**src/tpa_pkg.sv**
```systemverilog
// Shared types, constants and the phase-delay table builder for the triac phase-angle controller.
package tpa_pkg;

    // Mains timing and level resolution
    localparam int HALF_PERIOD_US = 10000;
    localparam int LEVEL_STEPS    = 100;
    localparam int LEVEL_W        = $clog2(LEVEL_STEPS + 1);

    // Field widths
    localparam int REQ_W   = 3;
    localparam int TEMP_W  = 12;
    localparam int LVL_W   = 7;
    localparam int TIME_W  = 16;
    localparam int PHASE_W = 2;
    localparam int CFG_IDX_W  = 3;
    localparam int CFG_DATA_W = 16;

    // Stream packing
    localparam int S_TDATA_W = 16;
    localparam int S_TUSER_W = 4;
    localparam int M_TDATA_W = 24;

    localparam logic [TIME_W-1:0] NO_FIRE   = 16'hFFFF;
    localparam logic [TIME_W-1:0] TIME_MAX  = 16'hFFFF;
    localparam logic [TIME_W-1:0] DELAY_MAX = TIME_W'(HALF_PERIOD_US - 1);
    localparam logic [LVL_W-1:0]  LEVEL_TOP = LVL_W'(LEVEL_STEPS);

    // Register reset values
    localparam logic [LVL_W-1:0]  RST_OUTPUT_LEVEL   = 7'd0;
    localparam logic [TIME_W-1:0] RST_DEBOUNCE       = 16'd3000;
    localparam logic [TIME_W-1:0] RST_PULSE_WIDTH    = 16'd100;
    localparam logic [TIME_W-1:0] RST_MIN_FIRE_DELAY = 16'd100;
    localparam logic [TEMP_W-1:0] RST_OVERHEAT_LIMIT = 12'd3000;
    localparam logic [TEMP_W-1:0] RST_FAN_ON_LIMIT   = 12'd2500;
    localparam logic [TEMP_W-1:0] RST_FAN_OFF_LIMIT  = 12'd2200;

    // Request kinds
    typedef enum logic [REQ_W-1:0] {
        REQ_TICK    = 3'd0,
        REQ_EDGE    = 3'd1,
        REQ_SAMPLE  = 3'd2,
        REQ_ENABLE  = 3'd3,
        REQ_DISABLE = 3'd4
    } req_t;

    // Register indexes
    typedef enum logic [CFG_IDX_W-1:0] {
        CFG_OUTPUT_LEVEL   = 3'd0,
        CFG_DEBOUNCE       = 3'd1,
        CFG_PULSE_WIDTH    = 3'd2,
        CFG_MIN_FIRE_DELAY = 3'd3,
        CFG_OVERHEAT_LIMIT = 3'd4,
        CFG_FAN_ON_LIMIT   = 3'd5,
        CFG_FAN_OFF_LIMIT  = 3'd6
    } cfg_idx_t;

    // Firing timer phase
    typedef enum logic [PHASE_W-1:0] {
        PH_IDLE  = 2'd0,
        PH_DELAY = 2'd1,
        PH_PULSE = 2'd2
    } phase_t;

    // Configuration register bank
    typedef struct packed {
        logic [LVL_W-1:0]  output_level;
        logic [TIME_W-1:0] debounce_window;
        logic [TIME_W-1:0] pulse_width;
        logic [TIME_W-1:0] min_fire_delay;
        logic [TEMP_W-1:0] overheat_limit;
        logic [TEMP_W-1:0] fan_on_limit;
        logic [TEMP_W-1:0] fan_off_limit;
    } cfg_t;

    // Delay lookup result
    typedef struct packed {
        logic              fire_ok;
        logic [TIME_W-1:0] delay;
    } delay_info_t;

    // Fixed-point constants for the table builder (Q28)
    localparam int          FX_SHIFT  = 28;
    localparam logic [63:0] FX_ONE    = 64'd1 << FX_SHIFT;
    localparam logic [63:0] FX_HALF   = FX_ONE >> 1;
    localparam logic [63:0] FX_QUART  = FX_ONE >> 2;
    localparam logic [63:0] FX_TWO_PI = 64'd1686629713;
    localparam logic [63:0] FX_U_DEN  = 64'(2 * HALF_PERIOD_US);
    localparam logic [63:0] TAYLOR_DIV_7 = 64'd210;
    localparam logic [63:0] TAYLOR_DIV_6 = 64'd156;
    localparam logic [63:0] TAYLOR_DIV_5 = 64'd110;
    localparam logic [63:0] TAYLOR_DIV_4 = 64'd72;
    localparam logic [63:0] TAYLOR_DIV_3 = 64'd42;
    localparam logic [63:0] TAYLOR_DIV_2 = 64'd20;
    localparam logic [63:0] TAYLOR_DIV_1 = 64'd6;

    // Conduction shape g(u) = 1 - u + sin(2 pi u)/(2 pi) at u = (2k+1)/(2 T), Q28
    function automatic longint fx_shape(input logic [31:0] k);
        logic [63:0] u;
        logic [63:0] t;
        logic [63:0] x;
        logic [63:0] x2;
        logic [63:0] r;
        logic [63:0] s;
        logic [63:0] sc;
        logic        neg;
        longint      res;
        u   = ((64'(k) * 64'd2 + 64'd1) << FX_SHIFT) / FX_U_DEN;
        t   = u;
        neg = 1'b0;
        // fold the angle into the first quadrant
        if (t >= FX_HALF) begin
            t   = t - FX_HALF;
            neg = 1'b1;
        end
        if (t > FX_QUART) begin
            t = FX_HALF - t;
        end
        x  = (t * FX_TWO_PI) >> FX_SHIFT;
        x2 = (x * x) >> FX_SHIFT;
        // Horner form of the Taylor series
        r  = FX_ONE;
        r  = FX_ONE - ((x2 * r) >> FX_SHIFT) / TAYLOR_DIV_7;
        r  = FX_ONE - ((x2 * r) >> FX_SHIFT) / TAYLOR_DIV_6;
        r  = FX_ONE - ((x2 * r) >> FX_SHIFT) / TAYLOR_DIV_5;
        r  = FX_ONE - ((x2 * r) >> FX_SHIFT) / TAYLOR_DIV_4;
        r  = FX_ONE - ((x2 * r) >> FX_SHIFT) / TAYLOR_DIV_3;
        r  = FX_ONE - ((x2 * r) >> FX_SHIFT) / TAYLOR_DIV_2;
        r  = FX_ONE - ((x2 * r) >> FX_SHIFT) / TAYLOR_DIV_1;
        s  = (x * r) >> FX_SHIFT;
        sc = (s << FX_SHIFT) / FX_TWO_PI;
        res = longint'(FX_ONE) - longint'(u);
        if (neg) begin
            res = res - longint'(sc);
        end else begin
            res = res + longint'(sc);
        end
        return res;
    endfunction

    // Raw phase delay for one level, found by bisection over [0, half period]
    function automatic logic [TIME_W-1:0] delay_rom_entry(input int lvl);
        logic [31:0] lo;
        logic [31:0] hi;
        logic [31:0] mid;
        longint      bound;
        lo = 32'd0;
        hi = 32'(HALF_PERIOD_US);
        if (lvl <= 0 || lvl >= LEVEL_STEPS) begin
            return '0;
        end
        bound = longint'(lvl) * longint'(FX_ONE);
        while (lo < hi) begin
            mid = (lo + hi) >> 1;
            if (fx_shape(mid) * longint'(LEVEL_STEPS) <= bound) begin
                hi = mid;
            end else begin
                lo = mid + 32'd1;
            end
        end
        return lo[TIME_W-1:0];
    endfunction

endpackage

```
**src/tpa_cfg.sv**
```systemverilog
// Configuration register bank written through the configuration channel.
module tpa_cfg (
    input  logic                               aclk,
    input  logic                               aresetn,
    input  logic                               cfg_valid,
    output logic                               cfg_ready,
    input  logic [tpa_pkg::CFG_IDX_W-1:0]      cfg_index,
    input  logic [tpa_pkg::CFG_DATA_W-1:0]     cfg_data,
    output tpa_pkg::cfg_t                      cfg
);

    tpa_pkg::cfg_t cfg_reg;
    tpa_pkg::cfg_t cfg_next;

    // Always ready: each write lands in the register bank when it is accepted
    assign cfg_ready = 1'b1;
    assign cfg       = cfg_reg;

    // Decode the register index and truncate data to the register width
    always_comb begin
        cfg_next = cfg_reg;
        if (cfg_valid) begin
            unique case (cfg_index)
                tpa_pkg::CFG_OUTPUT_LEVEL:
                    cfg_next.output_level = cfg_data[tpa_pkg::LVL_W-1:0];
                tpa_pkg::CFG_DEBOUNCE:
                    cfg_next.debounce_window = cfg_data[tpa_pkg::TIME_W-1:0];
                tpa_pkg::CFG_PULSE_WIDTH:
                    cfg_next.pulse_width = cfg_data[tpa_pkg::TIME_W-1:0];
                tpa_pkg::CFG_MIN_FIRE_DELAY:
                    cfg_next.min_fire_delay = cfg_data[tpa_pkg::TIME_W-1:0];
                tpa_pkg::CFG_OVERHEAT_LIMIT:
                    cfg_next.overheat_limit = cfg_data[tpa_pkg::TEMP_W-1:0];
                tpa_pkg::CFG_FAN_ON_LIMIT:
                    cfg_next.fan_on_limit = cfg_data[tpa_pkg::TEMP_W-1:0];
                tpa_pkg::CFG_FAN_OFF_LIMIT:
                    cfg_next.fan_off_limit = cfg_data[tpa_pkg::TEMP_W-1:0];
                default: ;
            endcase
        end
    end

    always_ff @(posedge aclk) begin
        if (!aresetn) begin
            cfg_reg.output_level    <= tpa_pkg::RST_OUTPUT_LEVEL;
            cfg_reg.debounce_window <= tpa_pkg::RST_DEBOUNCE;
            cfg_reg.pulse_width     <= tpa_pkg::RST_PULSE_WIDTH;
            cfg_reg.min_fire_delay  <= tpa_pkg::RST_MIN_FIRE_DELAY;
            cfg_reg.overheat_limit  <= tpa_pkg::RST_OVERHEAT_LIMIT;
            cfg_reg.fan_on_limit    <= tpa_pkg::RST_FAN_ON_LIMIT;
            cfg_reg.fan_off_limit   <= tpa_pkg::RST_FAN_OFF_LIMIT;
        end else begin
            cfg_reg <= cfg_next;
        end
    end

endmodule

```
**src/tpa_delay.sv**
```systemverilog
// Phase-delay table lookup with level and delay clamping.
module tpa_delay (
    input  tpa_pkg::cfg_t        cfg,
    output tpa_pkg::delay_info_t info
);

    logic [tpa_pkg::LEVEL_STEPS:0][tpa_pkg::TIME_W-1:0] rom_w;
    logic [tpa_pkg::LVL_W-1:0]   lvl;
    logic [tpa_pkg::TIME_W-1:0]  low_clamp;
    logic [tpa_pkg::TIME_W-1:0]  raw;
    logic [tpa_pkg::TIME_W-1:0]  lifted;

    // Table contents are fixed at elaboration
    for (genvar gi = 0; gi <= tpa_pkg::LEVEL_STEPS; gi++) begin : g_rom
        assign rom_w[gi] = tpa_pkg::delay_rom_entry(gi);
    end

    // Limit the level to full scale, then clamp the delay both ways
    always_comb begin
        lvl = (cfg.output_level > tpa_pkg::LEVEL_TOP) ? tpa_pkg::LEVEL_TOP
                                                     : cfg.output_level;
        low_clamp = (cfg.min_fire_delay == '0) ? tpa_pkg::TIME_W'(1)
                                               : cfg.min_fire_delay;
        raw    = rom_w[lvl[tpa_pkg::LEVEL_W-1:0]];
        lifted = (raw < low_clamp) ? low_clamp : raw;
        info.fire_ok = (lvl != '0);
        if (lvl == '0) begin
            info.delay = tpa_pkg::NO_FIRE;
        end else if (lifted > tpa_pkg::DELAY_MAX) begin
            info.delay = tpa_pkg::DELAY_MAX;
        end else begin
            info.delay = lifted;
        end
    end

endmodule

```
**src/tpa_ctrl.sv**
```systemverilog
// Firing timer, debounce, thermal protection and fan state with the result register.
module tpa_ctrl (
    input  logic                              aclk,
    input  logic                              aresetn,
    input  logic                              item_valid,
    output logic                              item_take,
    input  logic [tpa_pkg::REQ_W-1:0]         req_type,
    input  logic [tpa_pkg::TEMP_W-1:0]        temp_sample,
    input  logic                              sample_ok,
    input  tpa_pkg::cfg_t                     cfg,
    input  tpa_pkg::delay_info_t              dly,
    output logic                              m_tvalid,
    input  logic                              m_tready,
    output logic [tpa_pkg::M_TDATA_W-1:0]     m_tdata
);

    tpa_pkg::phase_t             phase_reg, phase_next;
    logic [tpa_pkg::TIME_W-1:0]  since_reg, since_next;
    logic [tpa_pkg::TIME_W-1:0]  count_reg, count_next;
    logic [tpa_pkg::TIME_W-1:0]  count_dec;
    logic [tpa_pkg::TIME_W-1:0]  pulse_len;
    logic                        enable_reg, enable_next;
    logic                        gate_reg, gate_next;
    logic                        fan_reg, fan_next;
    logic                        heat_reg, heat_next;
    logic                        out_valid_reg, out_valid_next;
    logic [tpa_pkg::M_TDATA_W-1:0] out_data_reg, out_data_next;

    // Take an item whenever the result register is free or being drained
    assign item_take = item_valid && (!out_valid_reg || m_tready);
    assign m_tvalid  = out_valid_reg;
    assign m_tdata   = out_data_reg;

    assign count_dec = (count_reg != '0) ? count_reg - tpa_pkg::TIME_W'(1) : '0;
    assign pulse_len = (cfg.pulse_width == '0) ? tpa_pkg::TIME_W'(1) : cfg.pulse_width;

    // Next state for one item
    always_comb begin
        phase_next  = phase_reg;
        since_next  = since_reg;
        count_next  = count_reg;
        enable_next = enable_reg;
        gate_next   = gate_reg;
        fan_next    = fan_reg;
        heat_next   = heat_reg;
        if (item_take) begin
            case (req_type)
                tpa_pkg::REQ_TICK: begin
                    if (since_reg != tpa_pkg::TIME_MAX) begin
                        since_next = since_reg + tpa_pkg::TIME_W'(1);
                    end
                    if (phase_reg != tpa_pkg::PH_IDLE) begin
                        count_next = count_dec;
                        if (count_dec == '0) begin
                            unique case (phase_reg)
                                tpa_pkg::PH_DELAY: begin
                                    gate_next  = 1'b1;
                                    phase_next = tpa_pkg::PH_PULSE;
                                    count_next = pulse_len;
                                end
                                default: begin
                                    gate_next  = 1'b0;
                                    phase_next = tpa_pkg::PH_IDLE;
                                end
                            endcase
                        end
                    end
                end
                tpa_pkg::REQ_EDGE: begin
                    if (since_reg >= cfg.debounce_window) begin
                        since_next = '0;
                        if (enable_reg && dly.fire_ok) begin
                            phase_next = tpa_pkg::PH_DELAY;
                            count_next = dly.delay;
                        end
                    end
                end
                tpa_pkg::REQ_SAMPLE: begin
                    if (!sample_ok) begin
                        // sensor failure: force the fan, latch and shut off
                        fan_next = 1'b1;
                        if (!heat_reg) begin
                            heat_next   = 1'b1;
                            enable_next = 1'b0;
                            phase_next  = tpa_pkg::PH_IDLE;
                            count_next  = '0;
                            gate_next   = 1'b0;
                        end
                    end else begin
                        if (temp_sample >= cfg.overheat_limit) begin
                            if (!heat_reg) begin
                                heat_next   = 1'b1;
                                enable_next = 1'b0;
                                phase_next  = tpa_pkg::PH_IDLE;
                                count_next  = '0;
                                gate_next   = 1'b0;
                                fan_next    = 1'b1;
                            end
                        end else begin
                            heat_next = 1'b0;
                            // fan hysteresis only while the latch is clear
                            if (!fan_reg && temp_sample >= cfg.fan_on_limit) begin
                                fan_next = 1'b1;
                            end else if (fan_reg && temp_sample < cfg.fan_off_limit) begin
                                fan_next = 1'b0;
                            end
                        end
                    end
                end
                tpa_pkg::REQ_ENABLE: begin
                    enable_next = 1'b1;
                    since_next  = '0;
                end
                tpa_pkg::REQ_DISABLE: begin
                    enable_next = 1'b0;
                    phase_next  = tpa_pkg::PH_IDLE;
                    count_next  = '0;
                    gate_next   = 1'b0;
                end
                default: ;
            endcase
        end
    end

    // Result register: load on take, drop once transferred
    always_comb begin
        out_valid_next = out_valid_reg;
        out_data_next  = out_data_reg;
        if (item_take) begin
            out_valid_next = 1'b1;
            out_data_next  = {2'b00, phase_next, dly.delay,
                              enable_next, heat_next, fan_next, gate_next};
        end else if (m_tready) begin
            out_valid_next = 1'b0;
        end
    end

    always_ff @(posedge aclk) begin
        if (!aresetn) begin
            phase_reg     <= tpa_pkg::PH_IDLE;
            since_reg     <= '0;
            count_reg     <= '0;
            enable_reg    <= 1'b0;
            gate_reg      <= 1'b0;
            fan_reg       <= 1'b0;
            heat_reg      <= 1'b0;
            out_valid_reg <= 1'b0;
        end else begin
            phase_reg     <= phase_next;
            since_reg     <= since_next;
            count_reg     <= count_next;
            enable_reg    <= enable_next;
            gate_reg      <= gate_next;
            fan_reg       <= fan_next;
            heat_reg      <= heat_next;
            out_valid_reg <= out_valid_next;
        end
    end

    always_ff @(posedge aclk) begin
        out_data_reg <= out_data_next;
    end

endmodule

```
**src/triac_phase_angle_controller_core.sv**
```systemverilog
// Top level of the triac phase-angle controller: input register, configuration, lookup, control.
//
//  Channel  Dir  Handshake              Contents
//  s_       in   s_tvalid / s_tready    tuser: req_type, sample_ok; tdata: temp_sample
//  m_       out  m_tvalid / m_tready    tdata: gate, fan, overheat, enabled, delay, phase
//  cfg_     in   cfg_valid / cfg_ready  cfg_index, cfg_data (always ready)
//
// One item per cycle sustained while m_tready stays high; an input transfer loads the input
// register, and the result register, which drives m_tvalid, is loaded when ctrl takes the item.
// Reset is synchronous on aresetn low; the delay table is constant and needs no fill.
// A stalled m_ side holds the result register; the input register still takes one
// more item, and s_tready falls only when both registers are occupied.
module triac_phase_angle_controller_core (
    input  logic                               aclk,
    input  logic                               aresetn,
    input  logic                               s_tvalid,
    output logic                               s_tready,
    input  logic [tpa_pkg::S_TDATA_W-1:0]      s_tdata,  // [11:0] temp_sample
    input  logic [tpa_pkg::S_TUSER_W-1:0]      s_tuser,  // [2:0] req_type, [3] sample_ok
    output logic                               m_tvalid,
    input  logic                               m_tready,
    // [0] gate_drive, [1] fan_drive, [2] overheat_flag, [3] enabled_flag,
    // [19:4] active_delay, [21:20] timer_phase
    output logic [tpa_pkg::M_TDATA_W-1:0]      m_tdata,
    input  logic                               cfg_valid,
    output logic                               cfg_ready,
    input  logic [tpa_pkg::CFG_IDX_W-1:0]      cfg_index,
    input  logic [tpa_pkg::CFG_DATA_W-1:0]     cfg_data
);

    logic                          in_valid_reg, in_valid_next;
    logic [tpa_pkg::REQ_W-1:0]     req_reg;
    logic [tpa_pkg::TEMP_W-1:0]    temp_reg;
    logic                          ok_reg;
    logic                          item_take;
    logic                          s_xfer;
    tpa_pkg::cfg_t                 cfg;
    tpa_pkg::delay_info_t          dly;

    // Input register is free when empty or when its item moves on this cycle
    assign s_tready = !in_valid_reg || item_take;
    assign s_xfer   = s_tvalid && s_tready;

    always_comb begin
        in_valid_next = in_valid_reg;
        if (s_xfer) begin
            in_valid_next = 1'b1;
        end else if (item_take) begin
            in_valid_next = 1'b0;
        end
    end

    always_ff @(posedge aclk) begin
        if (!aresetn) begin
            in_valid_reg <= 1'b0;
        end else begin
            in_valid_reg <= in_valid_next;
        end
    end

    // Hold the payload until the next transfer
    always_ff @(posedge aclk) begin
        if (s_xfer) begin
            req_reg  <= s_tuser[tpa_pkg::REQ_W-1:0];
            ok_reg   <= s_tuser[tpa_pkg::REQ_W];
            temp_reg <= s_tdata[tpa_pkg::TEMP_W-1:0];
        end
    end

    tpa_cfg u_cfg (
        .aclk      (aclk),
        .aresetn   (aresetn),
        .cfg_valid (cfg_valid),
        .cfg_ready (cfg_ready),
        .cfg_index (cfg_index),
        .cfg_data  (cfg_data),
        .cfg       (cfg)
    );

    tpa_delay u_delay (
        .cfg  (cfg),
        .info (dly)
    );

    tpa_ctrl u_ctrl (
        .aclk        (aclk),
        .aresetn     (aresetn),
        .item_valid  (in_valid_reg),
        .item_take   (item_take),
        .req_type    (req_reg),
        .temp_sample (temp_reg),
        .sample_ok   (ok_reg),
        .cfg         (cfg),
        .dly         (dly),
        .m_tvalid    (m_tvalid),
        .m_tready    (m_tready),
        .m_tdata     (m_tdata)
    );

endmodule

```
**config.mk**
```make
export PLATFORM = sky130hd
export DESIGN_NAME = triac_phase_angle_controller_core
export DESIGN_NICKNAME = d
export VERILOG_FILES = /design/src/tpa_pkg.sv /design/src/tpa_cfg.sv /design/src/tpa_delay.sv /design/src/tpa_ctrl.sv /design/src/triac_phase_angle_controller_core.sv
export SDC_FILE = /design/constraint.sdc
export NUM_CORES = 1
export LEC_CHECK = 0
export BUFFER_PORTS_ARGS = -buffer_cell sky130_fd_sc_hd__clkbuf_2
export CAP_MARGIN = 20
export CORE_MARGIN = 4
export CORE_UTILIZATION = 30
export DETAILED_ROUTE_END_ITERATION = 16
export PLACE_DENSITY_LB_ADDON = 0.25
export SYNTH_ARGS = -nofsm -noshare
export SYNTH_HDL_FRONTEND = slang
export SYNTH_SLANG_ARGS = --single-unit
export TNS_END_PERCENT = 100
```
**constraint.sdc**
```tcl
create_clock -name aclk -period 6.35 [get_ports aclk]
set_input_delay 1.27 -clock aclk [delete_from_list [all_inputs] [get_ports aclk]]
set_output_delay 1.27 -clock aclk [all_outputs]
set_load 0.01 [all_outputs]
```
# Word-level counts from Yosys, hierarchy flattened
# Memory sizes are Yosys's and may differ from the RTL's.
# Index checks and enable logic that the tools add are counted.
# word_totals
mem_count,1
rom_bits,2048
register_bits,169
word_cells,138
# memory_table
memory,words,width,rd,rd_ports_with_merged_regs,write_ports,line_no,rtl
(no name shown),128,16,1,0,0,tpa_delay.sv:24,raw = rom_w[lvl[tpa_pkg::LEVEL_W-1:0]];
# op_classes
n_addsub,2
n_reduce_logical,32
n_eq_ne,17
order_cmp,8
muxes,58
# op_table
cell,count
16-bit 2-to-1 mux,17
16-bit one-hot mux with 4 select lines,1
16-bit zero test,3
16-bit one-hot mux with 3 select lines,1
1-bit 2-to-1 mux,26
12-bit >= comparator,2
2-bit 2-to-1 mux,9
"16-bit by 1-bit adder with 16-bit output, second input constant",1
16-bit >= comparator,1
"16-bit by 14-bit > comparator with 1-bit output, second input constant",1
16-bit less-than comparator,1
"16-bit != test, second input constant",1
16-bit nonzero test,1
"16-bit by 1-bit subtractor with 16-bit output, second input constant",1
2-bit AND reduction,7
"3-bit by 2-bit equality test with 1-bit output, second input constant",4
"3-bit equality test, second input constant",4
12-bit less-than comparator,1
"7-bit by 8-bit less-than comparator with 1-bit output, second input constant",1
"2-bit by 1-bit != test with 1-bit output, second input constant",4
2-bit one-hot mux with 4 select lines,1
"7-bit > comparator, second input constant",1
7-bit zero test,1
7-bit 2-to-1 mux,1
14 further kinds,26

# Depth between registers and ports, before layout
# logic_depth
word_depth,12
depth_mapped,24
depth_no_buf,19

# Cells and area by module
# From an unflattened synthesis, not the netlist that was laid out.
# unflattened
cells_unflattened,1385
area_unflattened_um2,11911.4
# by_module_without_submodules
mod,cells_per_inst,area_each_um2,n_inst
tpa_ctrl,581,4888.4,1
tpa_cfg,333,3490.8,1
tpa_delay,450,2994.1,1
triac_phase_angle_controller_core,21,538.0,1

# Least setup slack after synthesis
# Ideal clock, no wire load.
# synth_path
path_kind,register to register
startpoint,"register u_cfg.cfg_reg, in the netlist u_cfg.cfg[89]"
endpoint,"register u_ctrl.out_data_reg, in the netlist u_ctrl.m_tdata[7] (data pin)"
path_stages_with_launch,21
t_required_ns,6.078
arrival_time_ns,5.297
slack_ns,0.781
path_cell_list,dfxtp_1 clkbuf_1 clkbuf_1 nand2_1 o21ai_0 inv_1 ha_1 clkbuf_1 mux4_2 a211oi_1 o32ai_1 ha_1 nand2_1 or4_1 a21oi_1 nand4b_1 o211ai_1 buf_2 buf_4 nor2_1 or4_1
# synth_rtl
element,line_no,rtl
from (decl),tpa_cfg.sv:12,tpa_pkg::cfg_t cfg_reg;
from (signal assigned),tpa_cfg.sv:53,cfg_reg <= cfg_next;
to (signal assigned),tpa_ctrl.sv:161,out_data_reg <= out_data_next;
to (decl),tpa_ctrl.sv:27,"logic [tpa_pkg::M_TDATA_W-1:0] out_data_reg, out_data_next;"

==> metrics.yaml <==
clocking:
  root_buffer: "clkbuf_16"
  clock-sinks: 169
  htreeDepth: 4
  clock_latency_ps: 440
  cts_buffers: 17
  cts_resized: 0
  clk_pin_slew_ps: 70
  clock_path_buffers: 2
  tritoncts: "yes"
  post_cts_buffers: 0
  ctsHoldBuffers: 0
place:
  hpwl_mm: 25.10
  pre_cts_ws_ps: 1061
  dpl_cell_area_mm2: 0.01197
  port_buffers: 63
  place.gp.congestion: 0.8908
synth:
  yosysSeqAreaShare_pct: 33.55
  synthTopCellsByCount: "224 x nand2_1, 131 x a21oi_1, 131 x dfxtp_1"
  synth_compound_area_share_pct: 25.67
  syn-instance-count: 1412
  async_flop_share_pct: 0
  synth_seq_cells: 169
  ys_types: 93
  ys_warn_count: 0
  synth-edff-count: 38
  yosys-mux-area-fraction_pct: 2.409
  synthSimpleGateAreaFrac_pct: 20.68
  synth-xor-area-share_pct: 1.561
  synth_fa_ha_area_share_pct: 9.479
  yosysMostFrequentCell: "nand2_1"
  synth_top_area_share_pct: 23.37
  ys.flop_type: "dfxtp_1"
  netlist_area_mm2: 0.01122
  synth_top_family_by_area: "compound AO/OA/AOI/OAI gates"
  synth_area_leader_cell: "dfxtp_1"
  postSynthAreaPerCell_um2: 7.946
  synth_area_leaders: "dfxtp_1 23%, edfxtp_1 10%, ha_1 9.5%"
timing:
  worstMarginPinSlew_ps: 945.9
  post-route-period-util_pct: 84.90
  layout_min_cycle_time_ps: 5391
  max_freq_mhz: 185.5
  hold_viol_final: 0
  tns_ps: 0
  relSlewSlack_pct: 36.60
  setup_viol: 0
  rsz0062_at_grt: "false"
  finClkSkew_ps: 27.95
  worst_slack_ps: 959.1
  slew_violations: 0
route:
  wl_mm: 35.53
  detail_route.wl_per_cell_um: 18.56
  ant_nets: 0
  vias: 10480
  vias_per_cell: 5.478
  first_pass_iters: 5
  drc: 0
  drt_iter0_drc: 990
die:
  dieHeight_um: 201.4
  die_w_um: 201.4
  ios: 71
  start_util_pct: 30.50
  core_mm2: 0.03679
  core.rowCount: 70
  die_area_mm2: 0.04056
grt:
  grt_start_max_net_pins: 55
  globalRouteOverflowTotal: 0
  grt_pass1_vias: 9896
  grt_pass1_wl_mm: 56.28
  grt_usage_pct: 17.10
  antenna_found_initial: 2
setup_path:
  cp_max_fo: 14
  slowest_stage: "ha_1"
  cp-start-kind: "register"
  crit_path_max_incr_delay_ps: 600
  worstSetupPathType: "register to register"
  critPathArrivalTime_ps: 5700
  crit_chain: "nor3_2 > o21ai_0 > buf_4 > ha_1 > inv_1 > a21oi_1 > o21ai_0 > a311o_1 > a31o_2 > ha_1 > nand3_1 > a31oi_1 > nand4_1 > a31oi_1 > o21a_1 > o2111ai_1 > a221o_1"
  cp.required_ps: 6660
  cp-end-kind: "register"
power_and_ir_drop:
  p_int_mw: 1.892
  power.leakage_nw: 4.942
  powerDensity_mw_per_mm2: 212.6
  pwr-share-comb_pct: 16.5
  seqPwrFrac_pct: 43.5
  p_clk_share_pct: 40.1
  peakVddDrop_uv: 199.0
  p_sw_share_pct: 29.25
  power.switching_mw: 0.7825
finish:
  largest_reg_flops: 91
  fill_cells: 3961
  areaGrowthSynthToFinish_pct: 12.13
  final_design_area_no_fill_mm2: 0.01258
  utilization_pct: 34.20
  insertedDiodeCount: 0
  drive_gt1_share_pct: 10.30
  fin_nets: 1562
run_status:
  status: "complete, no violations"
worst_hold_path:
  min-delay-path-class: "register to register"
run:
  maxCapViolations: 0
[worst max-delay path, delay by kind of cell (launching register included)]
kind	cells	cell delay, ps
compound gates	10	3040
fa+ha+maj	2	920
buf+inv	2	380
flops	1	320
simple gates	3	600
[metal layers]
metal	wire (um)	GRT usage [%]
met1	17020	24.61
met2	15660	26.16
met3	2007	3.014
met4	817	5.225
met5	28	0
[cell type report]
class / instances / area (um^2) / area share [%]
Sequential cell: 169 / 3764 / 29.92
Inverter: 102 / 382.9 / 3.043
Timing Repair Buffer: 90 / 521.8 / 4.147
Multi-Input combinational cell: 1053 / 6729 / 53.49
Clock buffer: 20 / 479.2 / 3.809
Tap cell: 468 / 585.6 / 4.654
Clock inverter: 12 / 118.9 / 0.9448
[power groups by stage]
stage | clock (mW) | sequential, mW | combinational [mW]
finish | 1.07 | 1.16 | 0.441
global route | 1.14 | 1.17 | 0.489
CTS | 1.10 | 1.16 | 0.440
detailed placement | 0 | 1.19 | 0.437
global placement | 0 | 1.19 | 0.434
floorplan | 0 | 1.18 | 0.303
[final timing paths]
kind | startpoint | slack, ps | cells after the start | to
max | u_cfg.cfg[86]$_SDFFE_PN0P_ | 960 | 17 | u_ctrl.count_reg[13]$_SDFFE_PN0P_
min | u_cfg.cfg[36]$_SDFFE_PN0P_ | 450 | 2 | u_cfg.cfg[36]$_SDFFE_PN0P_
max reg2reg | u_cfg.cfg[86]$_SDFFE_PN0P_ | 960 | 17 | u_ctrl.count_reg[13]$_SDFFE_PN0P_
min reg2reg | u_cfg.cfg[36]$_SDFFE_PN0P_ | 450 | 2 | u_cfg.cfg[36]$_SDFFE_PN0P_
[logic make-up after synthesis]
kind of cell / Yosys count
AO/OA/AOI/OAI: 426
XOR/XNOR: 20
adder cells (fa/ha/maj): 85
buffers and inverters: 191
flip-flops: 169
multiplexers: 24
other: 2
AND/OR/NAND/NOR: 495
[placed cells by master (no fill, tap or decap), types with 16 or more instances in the layout]
master / synthesis / layout
nor4_1: 16 / 16
nand3_1: 33 / 33
a21o_1: 24 / 24
edfxtp_1: 38 / 38
clkbuf_16: 0 / 19
clkbuf_2: 0 / 63
dfxtp_1: 131 / 131
nor3_1: 34 / 33
a21oi_1: 131 / 131
buf_4: 4 / 26
o21ai_0: 69 / 69
inv_1: 100 / 100
nor2_1: 85 / 85
o211ai_1: 37 / 37
a211oi_1: 24 / 24
nand2_1: 224 / 224
nor2b_1: 17 / 17
ha_1: 85 / 85
mux2i_1: 18 / 18
a31oi_1: 18 / 18
[stage by stage]
stage | power [mW] | std cells | hold WS (ps)
after floorplan | 1.482 | 1413 | 436.3
final | 2.675 | 1914 | 454.6
after global placement | 1.620 | 1880 | 443.2
after global routing | 2.794 | 1914 | 472.3
after CTS | 2.703 | 1913 | 456.4
after detailed placement | 1.624 | 1881 | 447.0
Power figures use the tool's default switching activity.
